## config.mk

```make
export PLATFORM = sky130hd
export DESIGN_NAME = json_string_unescape_utf8
export DESIGN_NICKNAME = d
export VERILOG_FILES = /design/src/rtl/core/jsu_pkg.sv /design/src/rtl/core/json_string_unescape_utf8.sv /design/src/rtl/core/jsu_front.sv /design/src/rtl/core/jsu_queue.sv /design/src/rtl/core/jsu_back.sv
export SDC_FILE = /design/constraint.sdc
export NUM_CORES = 1
export LEC_CHECK = 0
export BUFFER_PORTS_ARGS = -buffer_cell sky130_fd_sc_hd__buf_2
export CORE_MARGIN = 4
export CORE_UTILIZATION = 45
export DETAILED_ROUTE_END_ITERATION = 7
export PLACE_DENSITY_LB_ADDON = 0.15
export SLEW_MARGIN = 20
export SYNTH_ARGS = -nofsm -noshare
export SYNTH_HDL_FRONTEND = slang
export SYNTH_SLANG_ARGS = --single-unit
```

## constraint.sdc

```tcl
create_clock -name clk -period 4.9 [get_ports clk]
set_input_delay 0.98 -clock clk [delete_from_list [all_inputs] [get_ports clk]]
set_output_delay 0.98 -clock clk [all_outputs]
set_load 0.005 [all_outputs]
```

## src/rtl/core/jsu_pkg.sv

```systemverilog
// jsu_pkg: shared types and constants for the JSON string unescape block.
// Used by jsu_front, jsu_queue, jsu_back and json_string_unescape_utf8.
// No dependencies.
package jsu_pkg;

    // Most results a single input transaction can produce (one 4-byte UTF-8 char)
    localparam int MaxRes       = 4;
    localparam int ResIdxW      = $clog2(MaxRes);
    localparam int QueueDepthDefault = 4;

    // Input transaction kinds
    localparam logic [1:0] KIND_BEGIN = 2'd0;
    localparam logic [1:0] KIND_DATA  = 2'd1;
    localparam logic [1:0] KIND_END   = 2'd2;

    typedef enum logic [3:0] {
        ERR_NONE          = 4'd0,
        ERR_UNTERM_STRING = 4'd1,
        ERR_UNTERM_ESCAPE = 4'd2,
        ERR_CONTROL_CHAR  = 4'd3,
        ERR_BAD_ESCAPE    = 4'd4,
        ERR_SHORT_HEX     = 4'd5,
        ERR_BAD_HEX       = 4'd6,
        ERR_LONE_SURR     = 4'd7,
        ERR_INVALID_UTF8  = 4'd8,
        ERR_TRUNC_UTF8    = 4'd9
    } err_t;

    // One group of results caused by one input transaction.
    // data[0] goes out first; last_idx is the index of the final result.
    typedef struct packed {
        logic [MaxRes-1:0][7:0] data;
        logic [ResIdxW-1:0]     last_idx;
        logic                   byte_valid;
        logic                   done;
        err_t                   err;
    } grp_t;

endpackage

```

## src/rtl/core/json_string_unescape_utf8.sv

```systemverilog
// JSON string body decoder with UTF-8 validation. After a begin transaction
// (sent once the opening quote is seen) each data byte is decoded: simple
// escapes, \uXXXX escapes and surrogate pairs come out as UTF-8 bytes, raw
// multibyte UTF-8 is checked (bad lead or continuation bytes, overlong forms,
// surrogates, values above U+10FFFF) and passed through, control bytes are
// rejected and the closing quote gives a done result. The first error gives
// one result carrying its code, then input is ignored until the next begin.
// Input rate: one transaction per cycle while in_ready is high; the decoder
// state machine settles each byte in the cycle it is accepted. Output rate:
// one result per cycle while out_ready is high. An input that yields N results
// (N up to 4, e.g. a 4-byte character) sends them out one after another; a
// queue of QueueDepth result groups between decoder and output stage absorbs
// these bursts, and in_ready drops only when that queue is full. With an empty
// queue the group is written into the queue when the input is accepted, and
// its first result is then loaded into the registered output stage.
// Depends on jsu_pkg, jsu_front, jsu_queue, jsu_back.
module json_string_unescape_utf8 #(
    parameter int QueueDepth = jsu_pkg::QueueDepthDefault
) (
    input  logic       clk,
    input  logic       rst_n,
    // input channel
    input  logic       in_valid,
    output logic       in_ready,
    input  logic [1:0] kind,
    input  logic [7:0] data_byte,
    // result channel
    output logic       out_valid,
    input  logic       out_ready,
    output logic [7:0] out_byte,
    output logic       byte_valid,
    output logic       last,
    output logic       done_res,
    output logic [3:0] error_code
);
    import jsu_pkg::*;

    logic accept;
    logic push, pop, empty, full;
    grp_t push_grp, head_grp;

    // Ready only depends on queue space, never on decoder state.
    assign in_ready = !full;
    assign accept   = in_valid && in_ready;

    // Front: decode state machine, one group per productive transaction
    jsu_front u_front (
        .clk       (clk),
        .rst_n     (rst_n),
        .accept    (accept),
        .kind      (kind),
        .data_byte (data_byte),
        .push      (push),
        .push_grp  (push_grp)
    );

    // Group queue decoupling decode from serialization
    jsu_queue #(
        .Depth (QueueDepth)
    ) u_queue (
        .clk      (clk),
        .rst_n    (rst_n),
        .push     (push),
        .push_grp (push_grp),
        .pop      (pop),
        .head_grp (head_grp),
        .empty    (empty),
        .full     (full)
    );

    // Back: serializes groups into the registered result channel
    jsu_back u_back (
        .clk        (clk),
        .rst_n      (rst_n),
        .head_grp   (head_grp),
        .empty      (empty),
        .pop        (pop),
        .out_valid  (out_valid),
        .out_ready  (out_ready),
        .out_byte   (out_byte),
        .byte_valid (byte_valid),
        .last       (last),
        .done_res   (done_res),
        .error_code (error_code)
    );

endmodule

```

## src/rtl/core/jsu_front.sv

```systemverilog
// jsu_front: accepts input transactions, runs the string/escape/UTF-8
// decode state machine and pushes one result group per productive input.
// Depends on jsu_pkg.
module jsu_front (
    input  logic               clk,
    input  logic               rst_n,
    input  logic               accept,
    input  logic [1:0]         kind,
    input  logic [7:0]         data_byte,
    output logic               push,
    output jsu_pkg::grp_t      push_grp
);
    import jsu_pkg::*;

    typedef enum logic [11:0] {
        MODE_IDLE = 12'b0000_0000_0001,
        MODE_STR  = 12'b0000_0000_0010,
        MODE_ESC  = 12'b0000_0000_0100,
        MODE_HEX1 = 12'b0000_0000_1000,
        MODE_SBS  = 12'b0000_0001_0000,
        MODE_SU   = 12'b0000_0010_0000,
        MODE_HEX2 = 12'b0000_0100_0000,
        MODE_UTF2 = 12'b0000_1000_0000,
        MODE_UTF3 = 12'b0001_0000_0000,
        MODE_UTF4 = 12'b0010_0000_0000,
        MODE_DONE = 12'b0100_0000_0000,
        MODE_ERR  = 12'b1000_0000_0000
    } mode_t;

    mode_t        mode_reg, mode_next;
    logic [15:0]  hex_value_reg, hex_value_next;
    logic [1:0]   hex_count_reg, hex_count_next;
    logic [9:0]   high_surr_reg, high_surr_next;
    logic [20:0]  code_point_reg, code_point_next;
    logic [1:0]   bytes_needed_reg, bytes_needed_next;
    logic [23:0]  held_bytes_reg, held_bytes_next;

    // 16 when not a hex digit
    function automatic logic [4:0] hex_digit(input logic [7:0] c);
        logic [4:0] d;
        d = 5'd16;
        if (c >= 8'h30 && c <= 8'h39) d = 5'(c - 8'h30);
        else if (c >= 8'h61 && c <= 8'h66) d = 5'(c - 8'h57);
        else if (c >= 8'h41 && c <= 8'h46) d = 5'(c - 8'h37);
        return d;
    endfunction

    function automatic grp_t encode_cp(input logic [20:0] cp);
        grp_t g;
        g = '0;
        g.byte_valid = 1'b1;
        g.err = ERR_NONE;
        if (cp < 21'h80) begin
            g.data[0]  = {1'b0, cp[6:0]};
            g.last_idx = ResIdxW'(0);
        end else if (cp < 21'h800) begin
            g.data[0]  = {3'b110, cp[10:6]};
            g.data[1]  = {2'b10, cp[5:0]};
            g.last_idx = ResIdxW'(1);
        end else if (cp < 21'h10000) begin
            g.data[0]  = {4'b1110, cp[15:12]};
            g.data[1]  = {2'b10, cp[11:6]};
            g.data[2]  = {2'b10, cp[5:0]};
            g.last_idx = ResIdxW'(2);
        end else begin
            g.data[0]  = {5'b11110, cp[20:18]};
            g.data[1]  = {2'b10, cp[17:12]};
            g.data[2]  = {2'b10, cp[11:6]};
            g.data[3]  = {2'b10, cp[5:0]};
            g.last_idx = ResIdxW'(3);
        end
        return g;
    endfunction

    logic [4:0]  hex_d;
    logic [15:0] hex_v;
    logic [20:0] cp_acc;
    logic [20:0] surr_cp;
    logic [20:0] min_cp;

    assign hex_d   = hex_digit(data_byte);
    assign hex_v   = {hex_value_reg[11:0], hex_d[3:0]};
    assign cp_acc  = {code_point_reg[14:0], data_byte[5:0]};
    assign surr_cp = 21'h10000 + {1'b0, high_surr_reg, hex_v[9:0]};

    always_comb
    begin
        mode_next         = mode_reg;
        hex_value_next    = hex_value_reg;
        hex_count_next    = hex_count_reg;
        high_surr_next    = high_surr_reg;
        code_point_next   = code_point_reg;
        bytes_needed_next = bytes_needed_reg;
        held_bytes_next   = held_bytes_reg;
        push              = 1'b0;
        push_grp          = '0;
        push_grp.err      = ERR_NONE;
        min_cp            = 21'h10000;

        if (accept) begin
            case (kind)
                KIND_BEGIN:
                begin
                    mode_next         = MODE_STR;
                    hex_value_next    = '0;
                    hex_count_next    = '0;
                    high_surr_next    = '0;
                    code_point_next   = '0;
                    bytes_needed_next = '0;
                    held_bytes_next   = '0;
                end
                KIND_END:
                begin
                    push = 1'b1;
                    mode_next = MODE_ERR;
                    case (mode_reg)
                        MODE_STR:  push_grp.err = ERR_UNTERM_STRING;
                        MODE_ESC:  push_grp.err = ERR_UNTERM_ESCAPE;
                        MODE_HEX1,
                        MODE_HEX2: push_grp.err = ERR_SHORT_HEX;
                        MODE_SBS,
                        MODE_SU:   push_grp.err = ERR_LONE_SURR;
                        MODE_UTF2,
                        MODE_UTF3,
                        MODE_UTF4: push_grp.err = ERR_TRUNC_UTF8;
                        default:
                        begin
                            push      = 1'b0;
                            mode_next = mode_reg;
                        end
                    endcase
                end
                KIND_DATA:
                begin
                    case (mode_reg)
                        MODE_STR:
                        begin
                            if (data_byte == 8'h22) begin
                                mode_next     = MODE_DONE;
                                push          = 1'b1;
                                push_grp.done = 1'b1;
                            end else if (data_byte < 8'h20) begin
                                mode_next    = MODE_ERR;
                                push         = 1'b1;
                                push_grp.err = ERR_CONTROL_CHAR;
                            end else if (data_byte == 8'h5C) begin
                                mode_next = MODE_ESC;
                            end else if (data_byte < 8'h80) begin
                                push                = 1'b1;
                                push_grp.byte_valid = 1'b1;
                                push_grp.data[0]    = data_byte;
                            end else begin
                                held_bytes_next = {16'h0, data_byte};
                                if (data_byte >= 8'hC2 && data_byte <= 8'hDF) begin
                                    mode_next         = MODE_UTF2;
                                    bytes_needed_next = 2'd1;
                                    code_point_next   = {16'h0, data_byte[4:0]};
                                end else if (data_byte >= 8'hE0 && data_byte <= 8'hEF) begin
                                    mode_next         = MODE_UTF3;
                                    bytes_needed_next = 2'd2;
                                    code_point_next   = {17'h0, data_byte[3:0]};
                                end else if (data_byte >= 8'hF0 && data_byte <= 8'hF4) begin
                                    mode_next         = MODE_UTF4;
                                    bytes_needed_next = 2'd3;
                                    code_point_next   = {18'h0, data_byte[2:0]};
                                end else begin
                                    mode_next    = MODE_ERR;
                                    push         = 1'b1;
                                    push_grp.err = ERR_INVALID_UTF8;
                                end
                            end
                        end
                        MODE_ESC:
                        begin
                            mode_next           = MODE_STR;
                            push                = 1'b1;
                            push_grp.byte_valid = 1'b1;
                            case (data_byte)
                                8'h22:   push_grp.data[0] = 8'h22;
                                8'h5C:   push_grp.data[0] = 8'h5C;
                                8'h2F:   push_grp.data[0] = 8'h2F;
                                8'h62:   push_grp.data[0] = 8'h08;
                                8'h66:   push_grp.data[0] = 8'h0C;
                                8'h6E:   push_grp.data[0] = 8'h0A;
                                8'h72:   push_grp.data[0] = 8'h0D;
                                8'h74:   push_grp.data[0] = 8'h09;
                                8'h75:
                                begin
                                    push           = 1'b0;
                                    mode_next      = MODE_HEX1;
                                    hex_value_next = '0;
                                    hex_count_next = '0;
                                end
                                default:
                                begin
                                    push                = 1'b1;
                                    push_grp.byte_valid = 1'b0;
                                    mode_next           = MODE_ERR;
                                    push_grp.err        = ERR_BAD_ESCAPE;
                                end
                            endcase
                        end
                        MODE_HEX1,
                        MODE_HEX2:
                        begin
                            if (hex_d[4]) begin
                                mode_next    = MODE_ERR;
                                push         = 1'b1;
                                push_grp.err = ERR_BAD_HEX;
                            end else if (hex_count_reg != 2'd3) begin
                                hex_value_next = hex_v;
                                hex_count_next = hex_count_reg + 2'd1;
                            end else begin
                                hex_value_next = '0;
                                hex_count_next = '0;
                                if (mode_reg == MODE_HEX1) begin
                                    if (hex_v >= 16'hD800 && hex_v <= 16'hDBFF) begin
                                        high_surr_next = hex_v[9:0];
                                        mode_next      = MODE_SBS;
                                    end else if (hex_v >= 16'hDC00 && hex_v <= 16'hDFFF) begin
                                        mode_next    = MODE_ERR;
                                        push         = 1'b1;
                                        push_grp.err = ERR_LONE_SURR;
                                    end else begin
                                        mode_next = MODE_STR;
                                        push      = 1'b1;
                                        push_grp  = encode_cp({5'h0, hex_v});
                                    end
                                end else begin
                                    if (hex_v < 16'hDC00 || hex_v > 16'hDFFF) begin
                                        mode_next    = MODE_ERR;
                                        push         = 1'b1;
                                        push_grp.err = ERR_LONE_SURR;
                                    end else begin
                                        mode_next = MODE_STR;
                                        push      = 1'b1;
                                        push_grp  = encode_cp(surr_cp);
                                    end
                                end
                            end
                        end
                        MODE_SBS:
                        begin
                            if (data_byte == 8'h5C) begin
                                mode_next = MODE_SU;
                            end else begin
                                mode_next    = MODE_ERR;
                                push         = 1'b1;
                                push_grp.err = ERR_LONE_SURR;
                            end
                        end
                        MODE_SU:
                        begin
                            if (data_byte == 8'h75) begin
                                mode_next      = MODE_HEX2;
                                hex_value_next = '0;
                                hex_count_next = '0;
                            end else begin
                                mode_next    = MODE_ERR;
                                push         = 1'b1;
                                push_grp.err = ERR_LONE_SURR;
                            end
                        end
                        MODE_UTF2,
                        MODE_UTF3,
                        MODE_UTF4:
                        begin
                            if (data_byte[7:6] != 2'b10) begin
                                mode_next    = MODE_ERR;
                                push         = 1'b1;
                                push_grp.err = ERR_INVALID_UTF8;
                            end else begin
                                code_point_next = cp_acc;
                                if (bytes_needed_reg > 2'd1) begin
                                    held_bytes_next   = {held_bytes_reg[15:0], data_byte};
                                    bytes_needed_next = bytes_needed_reg - 2'd1;
                                end else begin
                                    if (mode_reg == MODE_UTF2)
                                        min_cp = 21'h80;
                                    else if (mode_reg == MODE_UTF3)
                                        min_cp = 21'h800;
                                    if (cp_acc < min_cp || cp_acc > 21'h10FFFF ||
                                        (cp_acc >= 21'hD800 && cp_acc <= 21'hDFFF)) begin
                                        mode_next    = MODE_ERR;
                                        push         = 1'b1;
                                        push_grp.err = ERR_INVALID_UTF8;
                                    end else begin
                                        push                = 1'b1;
                                        push_grp.byte_valid = 1'b1;
                                        if (mode_reg == MODE_UTF2) begin
                                            push_grp.data[0]  = held_bytes_reg[7:0];
                                            push_grp.data[1]  = data_byte;
                                            push_grp.last_idx = ResIdxW'(1);
                                        end else if (mode_reg == MODE_UTF3) begin
                                            push_grp.data[0]  = held_bytes_reg[15:8];
                                            push_grp.data[1]  = held_bytes_reg[7:0];
                                            push_grp.data[2]  = data_byte;
                                            push_grp.last_idx = ResIdxW'(2);
                                        end else begin
                                            push_grp.data[0]  = held_bytes_reg[23:16];
                                            push_grp.data[1]  = held_bytes_reg[15:8];
                                            push_grp.data[2]  = held_bytes_reg[7:0];
                                            push_grp.data[3]  = data_byte;
                                            push_grp.last_idx = ResIdxW'(3);
                                        end
                                        mode_next         = MODE_STR;
                                        bytes_needed_next = '0;
                                        held_bytes_next   = '0;
                                        code_point_next   = '0;
                                    end
                                end
                            end
                        end
                        default:
                        begin
                            mode_next = mode_reg;
                        end
                    endcase
                end
                default:
                begin
                    mode_next = mode_reg;
                end
            endcase
        end
    end

    always_ff @(posedge clk or negedge rst_n)
    begin
        if (!rst_n) begin
            mode_reg         <= MODE_IDLE;
            hex_value_reg    <= '0;
            hex_count_reg    <= '0;
            high_surr_reg    <= '0;
            code_point_reg   <= '0;
            bytes_needed_reg <= '0;
            held_bytes_reg   <= '0;
        end else begin
            mode_reg         <= mode_next;
            hex_value_reg    <= hex_value_next;
            hex_count_reg    <= hex_count_next;
            high_surr_reg    <= high_surr_next;
            code_point_reg   <= code_point_next;
            bytes_needed_reg <= bytes_needed_next;
            held_bytes_reg   <= held_bytes_next;
        end
    end

endmodule

```

## src/rtl/core/jsu_queue.sv

```systemverilog
// jsu_queue: small FIFO of result groups between front and back.
// Depends on jsu_pkg.
module jsu_queue #(
    parameter int Depth = jsu_pkg::QueueDepthDefault
) (
    input  logic          clk,
    input  logic          rst_n,
    input  logic          push,
    input  jsu_pkg::grp_t push_grp,
    input  logic          pop,
    output jsu_pkg::grp_t head_grp,
    output logic          empty,
    output logic          full
);
    import jsu_pkg::*;

    localparam int PtrW = (Depth > 1) ? $clog2(Depth) : 1;
    localparam int CntW = $clog2(Depth + 1);

    grp_t            entry_reg [Depth];
    logic [PtrW-1:0] wr_ptr_reg, wr_ptr_next;
    logic [PtrW-1:0] rd_ptr_reg, rd_ptr_next;
    logic [CntW-1:0] count_reg, count_next;
    logic            do_push, do_pop;

    assign empty    = (count_reg == '0);
    assign full     = (count_reg == CntW'(Depth));
    assign do_push  = push && !full;
    assign do_pop   = pop && !empty;
    assign head_grp = entry_reg[rd_ptr_reg];

    always_comb
    begin
        wr_ptr_next = wr_ptr_reg;
        rd_ptr_next = rd_ptr_reg;
        count_next  = count_reg;
        if (do_push)
            wr_ptr_next = (wr_ptr_reg == PtrW'(Depth - 1)) ? '0 : wr_ptr_reg + PtrW'(1);
        if (do_pop)
            rd_ptr_next = (rd_ptr_reg == PtrW'(Depth - 1)) ? '0 : rd_ptr_reg + PtrW'(1);
        if (do_push && !do_pop)
            count_next = count_reg + CntW'(1);
        else if (do_pop && !do_push)
            count_next = count_reg - CntW'(1);
    end

    always_ff @(posedge clk)
    begin
        if (do_push)
            entry_reg[wr_ptr_reg] <= push_grp;
    end

    always_ff @(posedge clk or negedge rst_n)
    begin
        if (!rst_n) begin
            wr_ptr_reg <= '0;
            rd_ptr_reg <= '0;
            count_reg  <= '0;
        end else begin
            wr_ptr_reg <= wr_ptr_next;
            rd_ptr_reg <= rd_ptr_next;
            count_reg  <= count_next;
        end
    end

endmodule

```

## src/rtl/core/jsu_back.sv

```systemverilog
// jsu_back: walks the head result group one result per cycle, while the output
// is not stalled, into the output register. Depends on jsu_pkg.
module jsu_back (
    input  logic          clk,
    input  logic          rst_n,
    input  jsu_pkg::grp_t head_grp,
    input  logic          empty,
    output logic          pop,
    output logic          out_valid,
    input  logic          out_ready,
    output logic [7:0]    out_byte,
    output logic          byte_valid,
    output logic          last,
    output logic          done_res,
    output logic [3:0]    error_code
);
    import jsu_pkg::*;

    logic               out_valid_reg, out_valid_next;
    logic [ResIdxW-1:0] idx_reg, idx_next;
    logic [7:0]         out_byte_reg;
    logic               byte_valid_reg;
    logic               last_reg;
    logic               done_reg;
    err_t               err_reg;
    logic               load, take, is_last;

    assign load    = !out_valid_reg || out_ready;
    assign take    = load && !empty;
    assign is_last = (idx_reg == head_grp.last_idx);
    assign pop     = take && is_last;

    always_comb
    begin
        out_valid_next = out_valid_reg;
        idx_next       = idx_reg;
        if (load)
            out_valid_next = !empty;
        if (take)
            idx_next = is_last ? '0 : idx_reg + ResIdxW'(1);
    end

    always_ff @(posedge clk or negedge rst_n)
    begin
        if (!rst_n) begin
            out_valid_reg <= 1'b0;
            idx_reg       <= '0;
        end else begin
            out_valid_reg <= out_valid_next;
            idx_reg       <= idx_next;
        end
    end

    always_ff @(posedge clk)
    begin
        if (take) begin
            out_byte_reg   <= head_grp.data[idx_reg];
            byte_valid_reg <= head_grp.byte_valid;
            last_reg       <= is_last;
            done_reg       <= head_grp.done;
            err_reg        <= head_grp.err;
        end
    end

    assign out_valid  = out_valid_reg;
    assign out_byte   = out_byte_reg;
    assign byte_valid = byte_valid_reg;
    assign last       = last_reg;
    assign done_res   = done_reg;
    assign error_code = err_reg;

endmodule

```

==> results.ini, run 1 <==
[run_status]
outcome = finished clean

[finish]
layout-drive-gt1-share_pct = 17.45
fillers = 2476
antenna_cells = 0
area_growth_pct = 12.20
largest_register_ffs = 160
finalNonFillerCells = 1513
final_nets = 1140
utilization_pct = 51.25

[worst_setup_path]
cp.required_ns = 5.28
crit_path_end = u_queue.entry_reg[3][35]
critPathLaunch = u_front.mode_reg[3]
reg2reg_setup_slack_ns = 0.18
rr_startpoint = u_front.mode_reg[3]
r2r-end = u_queue.entry_reg[3][35]
critical_path_arrival_ns = 5.09
path_max_fanout = 16
end_kind = register
crit_type = register to register
start_kind = register
rr_worst_depth = 11

[clock_network]
postCtsSetupRepairBufs = 0
clkTransAtPathRegs_ns = 0.06
htreeDepth = 1
cts_num_sinks = 262
cts_resized = 0
cts_hold_buf = 0
root_buffer = clkbuf_16
worstSkewPairLatency_ns = 0.55
cts_buffers = 29
clockBufferDepth = 3
tritoncts = yes

[drt]
wl_per_cell_um = 23.70
drt_iter0_drc = 1070
via_per_inst = 6.284
drc = 0
wl_um = 35860
drtPass1Iterations = 5
vias = 9507
ant_nets = 0

[global_routing]
grt_max_degree = 59
overflow = 0
grt_pass1_vias = 9381
grt.busiest_layer = met2
antenna_found_initial = 1
grt_use_met1_pct = 32.43
grtUsageMet2_pct = 35.34
grt_pass1_wl_um = 55910
grtUsageTotal_pct = 22.66
grt.met3_usage_pct = 4.133

[run]
drv_cap = 0

[timing]
drv_slew = 0
tns_ns = 0
worst_slew_pin_slew_ns = 1.033
finalHoldViolCount = 0
rsz0062_at_grt = no
worst_slack_ns = 0.1842
hold_ws_ns = 0.4918
max_freq_mhz = 212.1
slew_headroom_pct = 30.61
period_minus_slack_ns = 4.716
min_period_over_period_pct = 96.24
finalSetupViolations = 0
skew_ns = 0.02193

[yosys]
synth_most_common_cell = edfxtp_1
ys_ff_latch = 262
ys_seq_area_share_pct = 56.55
syn_area_per_cell_um2 = 12.17
synth_cell_types = 82
synth_top_area_cell = edfxtp_1
synthTopCellsByCount = edfxtp_1, nand2_1, dfrtp_1
netlist_area_um2 = 13150
syn_inst = 1080
ys_warn_count = 0
synth_edf_count = 175
synth_top_area_share_pct = 39.98
synthFlopType = edfxtp_1
synthArstFlopShare_pct = 33.21
netlist_top_cells_area = edfxtp_1, dfrtp_1, mux4_2

[hold_path]
hold_path.class = register to register

[place]
gp_congestion = 0.9315
dp_cells = 1460
portBuffers = 30
hpwl_um = 24750
dp_slack_ns = 0.2971

[floorplanning]
start_util_pct = 45.67
dieArea_um2 = 32010
rows = 62
coreArea_um2 = 28780
die_h_um = 178.9
die_w_um = 178.9
ios = 31

[power]
peakVddDrop_mv = 0.2550
p_leak_uw = 0.005281
power.density_nw_per_um2 = 427.3

-- per-stage QoR --
stage               total power [uW]  area (um2)
finish                          6303       14750
global route                    6613       14750
CTS                             6373       14750
detailed placement              4239       13820
global placement                4235       13820
floorplan                       3778       13160
-- worst min-delay path by stage --
stage                                     from                    to  slack (ns)  depth (start not counted)
after floorplan           u_queue.count_reg[2]  u_queue.count_reg[2]        0.46                          1
after global placement    u_queue.count_reg[2]  u_queue.count_reg[2]        0.48                          1
after detailed placement  u_queue.count_reg[2]  u_queue.count_reg[2]        0.48                          1
after CTS                 u_queue.count_reg[2]  u_queue.count_reg[2]        0.49                          1
after global routing      u_queue.count_reg[2]  u_queue.count_reg[2]        0.52                          1
final                     u_queue.count_reg[2]  u_queue.count_reg[2]        0.49                          1
-- cell usage in the layout, fill, tap and decap left out, types with 7 or more instances in the layout --
cell / instances
nand4_1: 7
nor3_1: 18
buf_2: 29
a21o_1: 10
or3_1: 7
a21oi_1: 70
and3_1: 7
a22o_1: 50
o31ai_1: 12
o21ai_0: 34
clkbuf_16: 29
a22oi_1: 17
nand3_1: 29
mux2i_1: 11
inv_1: 30
edfxtp_1: 175
nor2_1: 82
o41ai_1: 8
o211ai_1: 7
a31oi_1: 9
nand2_1: 102
dfrtp_1: 84
xor2_1: 8
mux4_2: 48
a211oi_1: 9
ha_1: 18
mux2_2: 8
and2_1: 12
clkinv_1: 9
nor4_1: 7
nor2b_1: 11
buf_4: 33
a221oi_1: 7
-- metal layers --
layer | wire [um] | part of all wire [%]
met5 | 14 | 0.039
met4 | 1112 | 3.1
met3 | 2472 | 6.9
met2 | 16440 | 46
met1 | 15820 | 44
-- cell type report --
| type | count | area, um2 | share of cell area (%) |
|---|---|---|---|
| clock buffer | 31 | 733.2 | 4.971 |
| tap | 384 | 480.5 | 3.258 |
| sequential | 262 | 7436 | 50.42 |
| inverter | 30 | 112.6 | 0.7635 |
| clock inverter | 22 | 193.9 | 1.315 |
| timing repair buffer | 66 | 473.0 | 3.207 |
| multi-input combinational | 718 | 5320 | 36.07 |
-- critical path: stages (launching register included) --
cell and delay, ns:
dfrtp_1 0.47, or4_4 0.55, or3_1 0.43, or4b_2 0.86, ha_1 0.39, o41ai_1 0.08, a31oi_1 0.16, a211o_1 0.18
nand4_2 0.42, nand2b_1 0.34, nor2_1 0.36, a22o_1 0.30
-- cell families after synthesis --
kind of cell | share of synthesized area, %
and+or+nand+nor | 12.64
adders and majority gates | 1.866
buffers and inverters | 3.198
AOI/OAI and AO/OA | 15.15
other | 0.02853
xor gates and xnor gates | 0.7330
DFF | 56.55
muxes | 9.833
-- report_power, final --
group	leakage, uW	switching (uW)	internal [uW]
sequential	0.00275	245	2570
clock	0.000450	882	1240
combinational	0.00208	714	659
total	0.00528	1840	4460
Power figures use the tool's default switching activity.
==> run 2: changes to the inputs <==
--- a/config.mk
+++ b/config.mk
@@ -11,2 +11,3 @@
 export DETAILED_ROUTE_END_ITERATION = 7
+export GPL_ROUTABILITY_DRIVEN = 0
 export PLACE_DENSITY_LB_ADDON = 0.15
==> constraint.sdc (replaced) <==
create_clock -name clk -period 4.9 [get_ports clk]
set_input_delay 0.49 -clock clk [delete_from_list [all_inputs] [get_ports clk]]
set_output_delay 0.49 -clock clk [all_outputs]
set_load 0.005 [all_outputs]
==> run 2 against run 1 <==
  * The run now ends with hold timing left
  * Combinational power is essentially flat
  * Total power grew 0.11%
  * Die area is the same
  * Register-to-register slack is essentially flat
  * Via count shrank 1.8%
  * Critical endpoint is now u_queue.entry_reg[2][9]
  * Clock-buffer cell count is the same
  * Highest routed layer is now met4
  * Critical path depth shrank 1
  * Maximum frequency is essentially flat
  * Sequential share of layout area shrank 0.060 points
  * Critical path type unchanged
  * Global-route usage shrank 0.27 points
  * Sequential power shrank 1%
  * Cell area grew 0.12%
==> results.ini, run 2 (synthesis gave the netlist of run 1 again) <==
[timing]
finalSetupViolations = 0
skew_ns = 0.009788
drv_slew = 0
min_period_over_period_pct = 96.30
rsz0062_at_grt = no
worst_slew_pin_slew_ns = 1.112
hold_ws_ns = -0.008401
max_freq_mhz = 211.9
tns_ns = 0
finalHoldViolCount = 18
period_minus_slack_ns = 4.719
worst_slack_ns = 0.1811
slew_headroom_pct = 25.60

[run_status]
violations = hold timing
outcome = finished, violations left

[place]
hpwl_um = 24130
portBuffers = 30
dp_slack_ns = 0.1591

[drt]
wl_per_cell_um = 23.34
via_per_inst = 6.177
vias = 9333
drtPass1Iterations = 5
drc = 0
ant_nets = 0
wl_um = 35260
drt_iter0_drc = 949

[clock_network]
cts_buffers = 28
clockBufferDepth = 3
cts_resized = 0
root_buffer = clkbuf_16
cts_num_sinks = 262
worstSkewPairLatency_ns = 0.55
cts_hold_buf = 0
tritoncts = yes
clkTransAtPathRegs_ns = 0.06
htreeDepth = 1
postCtsSetupRepairBufs = 0

[global_routing]
grt_pass1_vias = 9087
overflow = 0
grtUsageTotal_pct = 22.38
grt_max_degree = 52
grt_pass1_wl_um = 55240
antenna_found_initial = 0

[floorplanning]
die_h_um = 178.9
rows = 62
ios = 31
start_util_pct = 45.67
dieArea_um2 = 32010
die_w_um = 178.9
coreArea_um2 = 28780

[finish]
final_nets = 1138
largest_register_ffs = 160
antenna_cells = 0
final_cell_mix = edfxtp_1, nand2_1, dfrtp_1
seq_area_um2 = 7436
layout-drive-gt1-share_pct = 18.01
final_common_cell = edfxtp_1
area_growth_pct = 12.34
fillers = 2499
utilization_pct = 51.31
multi_input_area_um2 = 5329

[run]
drv_cap = 0

[hold_path]
hold_path.class = primary input to asynchronous set/reset pin

[worst_setup_path]
end_kind = register
crit_type = register to register
path_max_fanout = 10
cp.required_ns = 5.14
start_kind = register
critical_path_arrival_ns = 4.96

[power]
p_leak_uw = 0.005296
peakVddDrop_mv = 0.2586
power.density_nw_per_um2 = 427.3

-- run 2: cell count changes in the layout (fill, tap and decap cells not counted), moves of 2 or more --
cell      previous run  this run
inv_6                3         1
clkinv_4             1         3
clkinv_2             4         9
clkinv_1             9         3
-- run 2: worst paths after layout --
| path | slack (ns) | startpoint | cells after the start | end |
|---|---|---|---|---|
| worst max-delay path | 0.18 | u_front.mode_reg[3] | 10 | u_queue.entry_reg[2][9] |
| worst min-delay path | -0.008 | rst_n | 1 | u_front.mode_reg[6] |
| worst max register to register | 0.18 | u_front.mode_reg[3] | 10 | u_queue.entry_reg[2][9] |
| worst min register to register | 0.48 | u_queue.count_reg[2] | 1 | u_queue.count_reg[2] |
| max in group asynchronous | 3.85 | rst_n | 2 | u_queue.rd_ptr_reg[1] |
| min in group clk | 0.14 | out_ready | 2 | u_back.out_valid |
-- run 2: final cells by class --
class                   instances  share of cell area, %
well taps                     384                  3.254
inverters                      30                 0.7626
repair buffers                 65                  3.152
clock buffers                  31                  5.033
multi-input cells             718                  36.09
flip-flops and latches        262                  50.36
clock inverters                21                  1.356
-- run 2: critical path, stage by stage, from the launching register on --
cell,delay (ns)
dfrtp_1,0.47
or4_4,0.55
or3_1,0.44
or4b_2,0.86
ha_1,0.39
o311a_1,0.29
a211o_1,0.34
nand4_2,0.25
a21oi_1,0.08
a2111oi_1,0.57
nor2_1,0.17
-- run 2: per-stage QoR --
step	hold slack (ns)	power [uW]	std cells	cell area, um2
6_report	-0.008401	6310	1511	14770
5_1_grt	0.02442	6632	1511	14770
4_1_cts	0.003087	6369	1511	14760
3_5_place_dp	0.4763	4222	1459	13820
3_3_place_gp	0.4823	4217	1459	13820
2_1_floorplan	0.1944	3778	1083	13160
-- run 2: routing by layer --
metal | global-route usage (%) | wire length, um
met1 | 33.23 | 15830
met2 | 33.72 | 15810
met3 | 4.218 | 2569
met4 | 6.620 | 1054
met5 | 0 | 0
-- run 2: where the power goes --
part / switching [uW] / internal, uW / total (uW)
combinational: 736 / 664 / 1400
clock: 888 / 1260 / 2140
sequential: 200 / 2570 / 2770
total: 1820 / 4480 / 6310
==> run 3: changes to the inputs <==
Settings changed: CTS_CLUSTER_SIZE from default to 28, HOLD_SLACK_MARGIN from default to 0.1.
==> run 3 against run 2 <==
  * The flow now finishes without violations
  * Sequential power about the same
  * Routed wire length decreased by 0.21%
  * Critical path depth unchanged
  * Clock-buffer cell count unchanged
  * Global-route usage unchanged
  * Clock skew increased by 0.0020 ns
  * Non-clock buffer count increased by 1
  * Die area unchanged
  * Sequential share of layout area about the same
  * Critical endpoint is now u_queue.entry_reg[1][9]
==> results.ini, run 3 (synthesis gave the netlist of run 1 again) <==
[worst_setup_path]
end_kind = register
cp.required_ns = 5.14
critical_path_arrival_ns = 4.94
rr_startpoint = u_front.mode_reg[3]
start_kind = register
path_max_fanout = 10
critPathLaunch = u_front.mode_reg[3]
crit_type = register to register

[power]
power.density_nw_per_um2 = 426.9
peakVddDrop_mv = 0.2583
p_leak_uw = 0.005300

[drt]
drtPass1Iterations = 6
via_per_inst = 6.190
wl_per_cell_um = 23.27
wl_um = 35190
ant_nets = 0
highest_layer = met4
wl_met1_um = 15750
drt_iter0_drc = 985
vias = 9360
wl_met3_um = 2653
drc = 0
wl_met2_um = 15760

[timing]
drv_slew = 0
finalSetupViolations = 0
skew_ns = 0.01177
slew_headroom_pct = 25.76
worst_slack_ns = 0.2068
hold_ws_ns = 0.1402
min_period_over_period_pct = 95.78
finalHoldViolCount = 0
worst_slew_pin_slew_ns = 1.109
rsz0062_at_grt = no
tns_ns = 0
max_freq_mhz = 213.1
period_minus_slack_ns = 4.693

[finish]
final_common_cell = edfxtp_1
final_cell_mix = edfxtp_1, nand2_1, dfrtp_1
seq_area_um2 = 7436
antenna_cells = 0
final_nets = 1139
fillers = 2499
area_growth_pct = 12.41
layout-drive-gt1-share_pct = 18.00
largest_register_ffs = 160
multi_input_area_um2 = 5329

[clock_network]
worstSkewPairLatency_ns = 0.55
cts_buffers = 28
htreeDepth = 1
tritoncts = yes
clkTransAtPathRegs_ns = 0.06
cts_num_sinks = 262
postCtsSetupRepairBufs = 0
clockBufferDepth = 3
root_buffer = clkbuf_16

[floorplanning]
die_w_um = 178.9
start_util_pct = 45.67
die_h_um = 178.9
dieArea_um2 = 32010
coreArea_um2 = 28780
ios = 31
rows = 62

[global_routing]
overflow = 0
grt_max_degree = 52
grtUsageTotal_pct = 22.38
grt_pass1_vias = 9089
grt_pass1_wl_um = 55240
antenna_found_initial = 0

[place]
hpwl_um = 24130
portBuffers = 30
dp_slack_ns = 0.1591

[hold_path]
hp-start = out_ready
hold_path.class = primary input to register

[run]
drv_cap = 0

[run_status]
outcome = finished clean

run 3: cell count changes in the layout (fill, tap and decap cells not counted), sizes merged:
cell,previous run,this run
dlygate4sd3,0,1
run 3: cell type report:
class                   count  share of cell area, %
clock inverters            21                  1.355
well taps                 384                  3.251
inverters                  30                 0.7621
clock buffers              31                  5.030
multi-input cells         718                  36.06
repair buffers             66                  3.218
flip-flops and latches    262                  50.32
run 3: where the power goes:
part,total (uW),switching [uW],internal (uW),leakage [uW]
Sequential,2760,199,2570,0.00275
Clock,2140,888,1260,0.000471
Combinational,1400,737,664,0.00208
run 3: path summary, 6_finish.rpt:
| check | cells after the start | slack (ns) | endpoint |
|---|---|---|---|
| max | 10 | 0.21 | u_queue.entry_reg[1][9] |
| min | 2 | 0.14 | u_back.out_valid |
| max reg2reg | 10 | 0.21 | u_queue.entry_reg[1][9] |
| min reg2reg | 1 | 0.48 | u_queue.count_reg[2] |
| max in group asynchronous | 3 | 3.32 | u_queue.rd_ptr_reg[0] |
| min in group asynchronous | 2 | 0.53 | u_front.mode_reg[6] |
run 3: repair_timing:
action	CTS	global route
hold endpoints to repair	49	0
hold buffers	1	0
resized for setup	0	1
endpoints found under the setup margin	0	4
run 3: per-stage QoR:
stage	total power [uW]	utilization, %	cell area (um2)	instances
after floorplan	3778	-	13160	1083
after global placement	4217	48.01	13820	1459
after detailed placement	4222	48.01	13820	1459
after CTS	6370	51.32	14770	1512
after global routing	6633	51.34	14780	1512
final	6309	51.34	14780	1512
run 3: critical path, stage by stage, from the launching register on:
cell and delay [ns]:
dfrtp_1 0.46, or4_4 0.55, or3_1 0.44, or4b_2 0.87, ha_1 0.40, o311a_1 0.29, a211o_1 0.34, nand4_2 0.25
a21oi_1 0.09, a2111oi_1 0.53, nor2_1 0.16
run 3: routing by layer:
| metal | track usage (%) | up-vias |
|---|---|---|
| li1 | - | 4243 |
| met1 | 33.23 | 4655 |
| met2 | 33.72 | 381 |
| met3 | 4.218 | 81 |
| met4 | 6.620 | 0 |
| met5 | 0 | - |
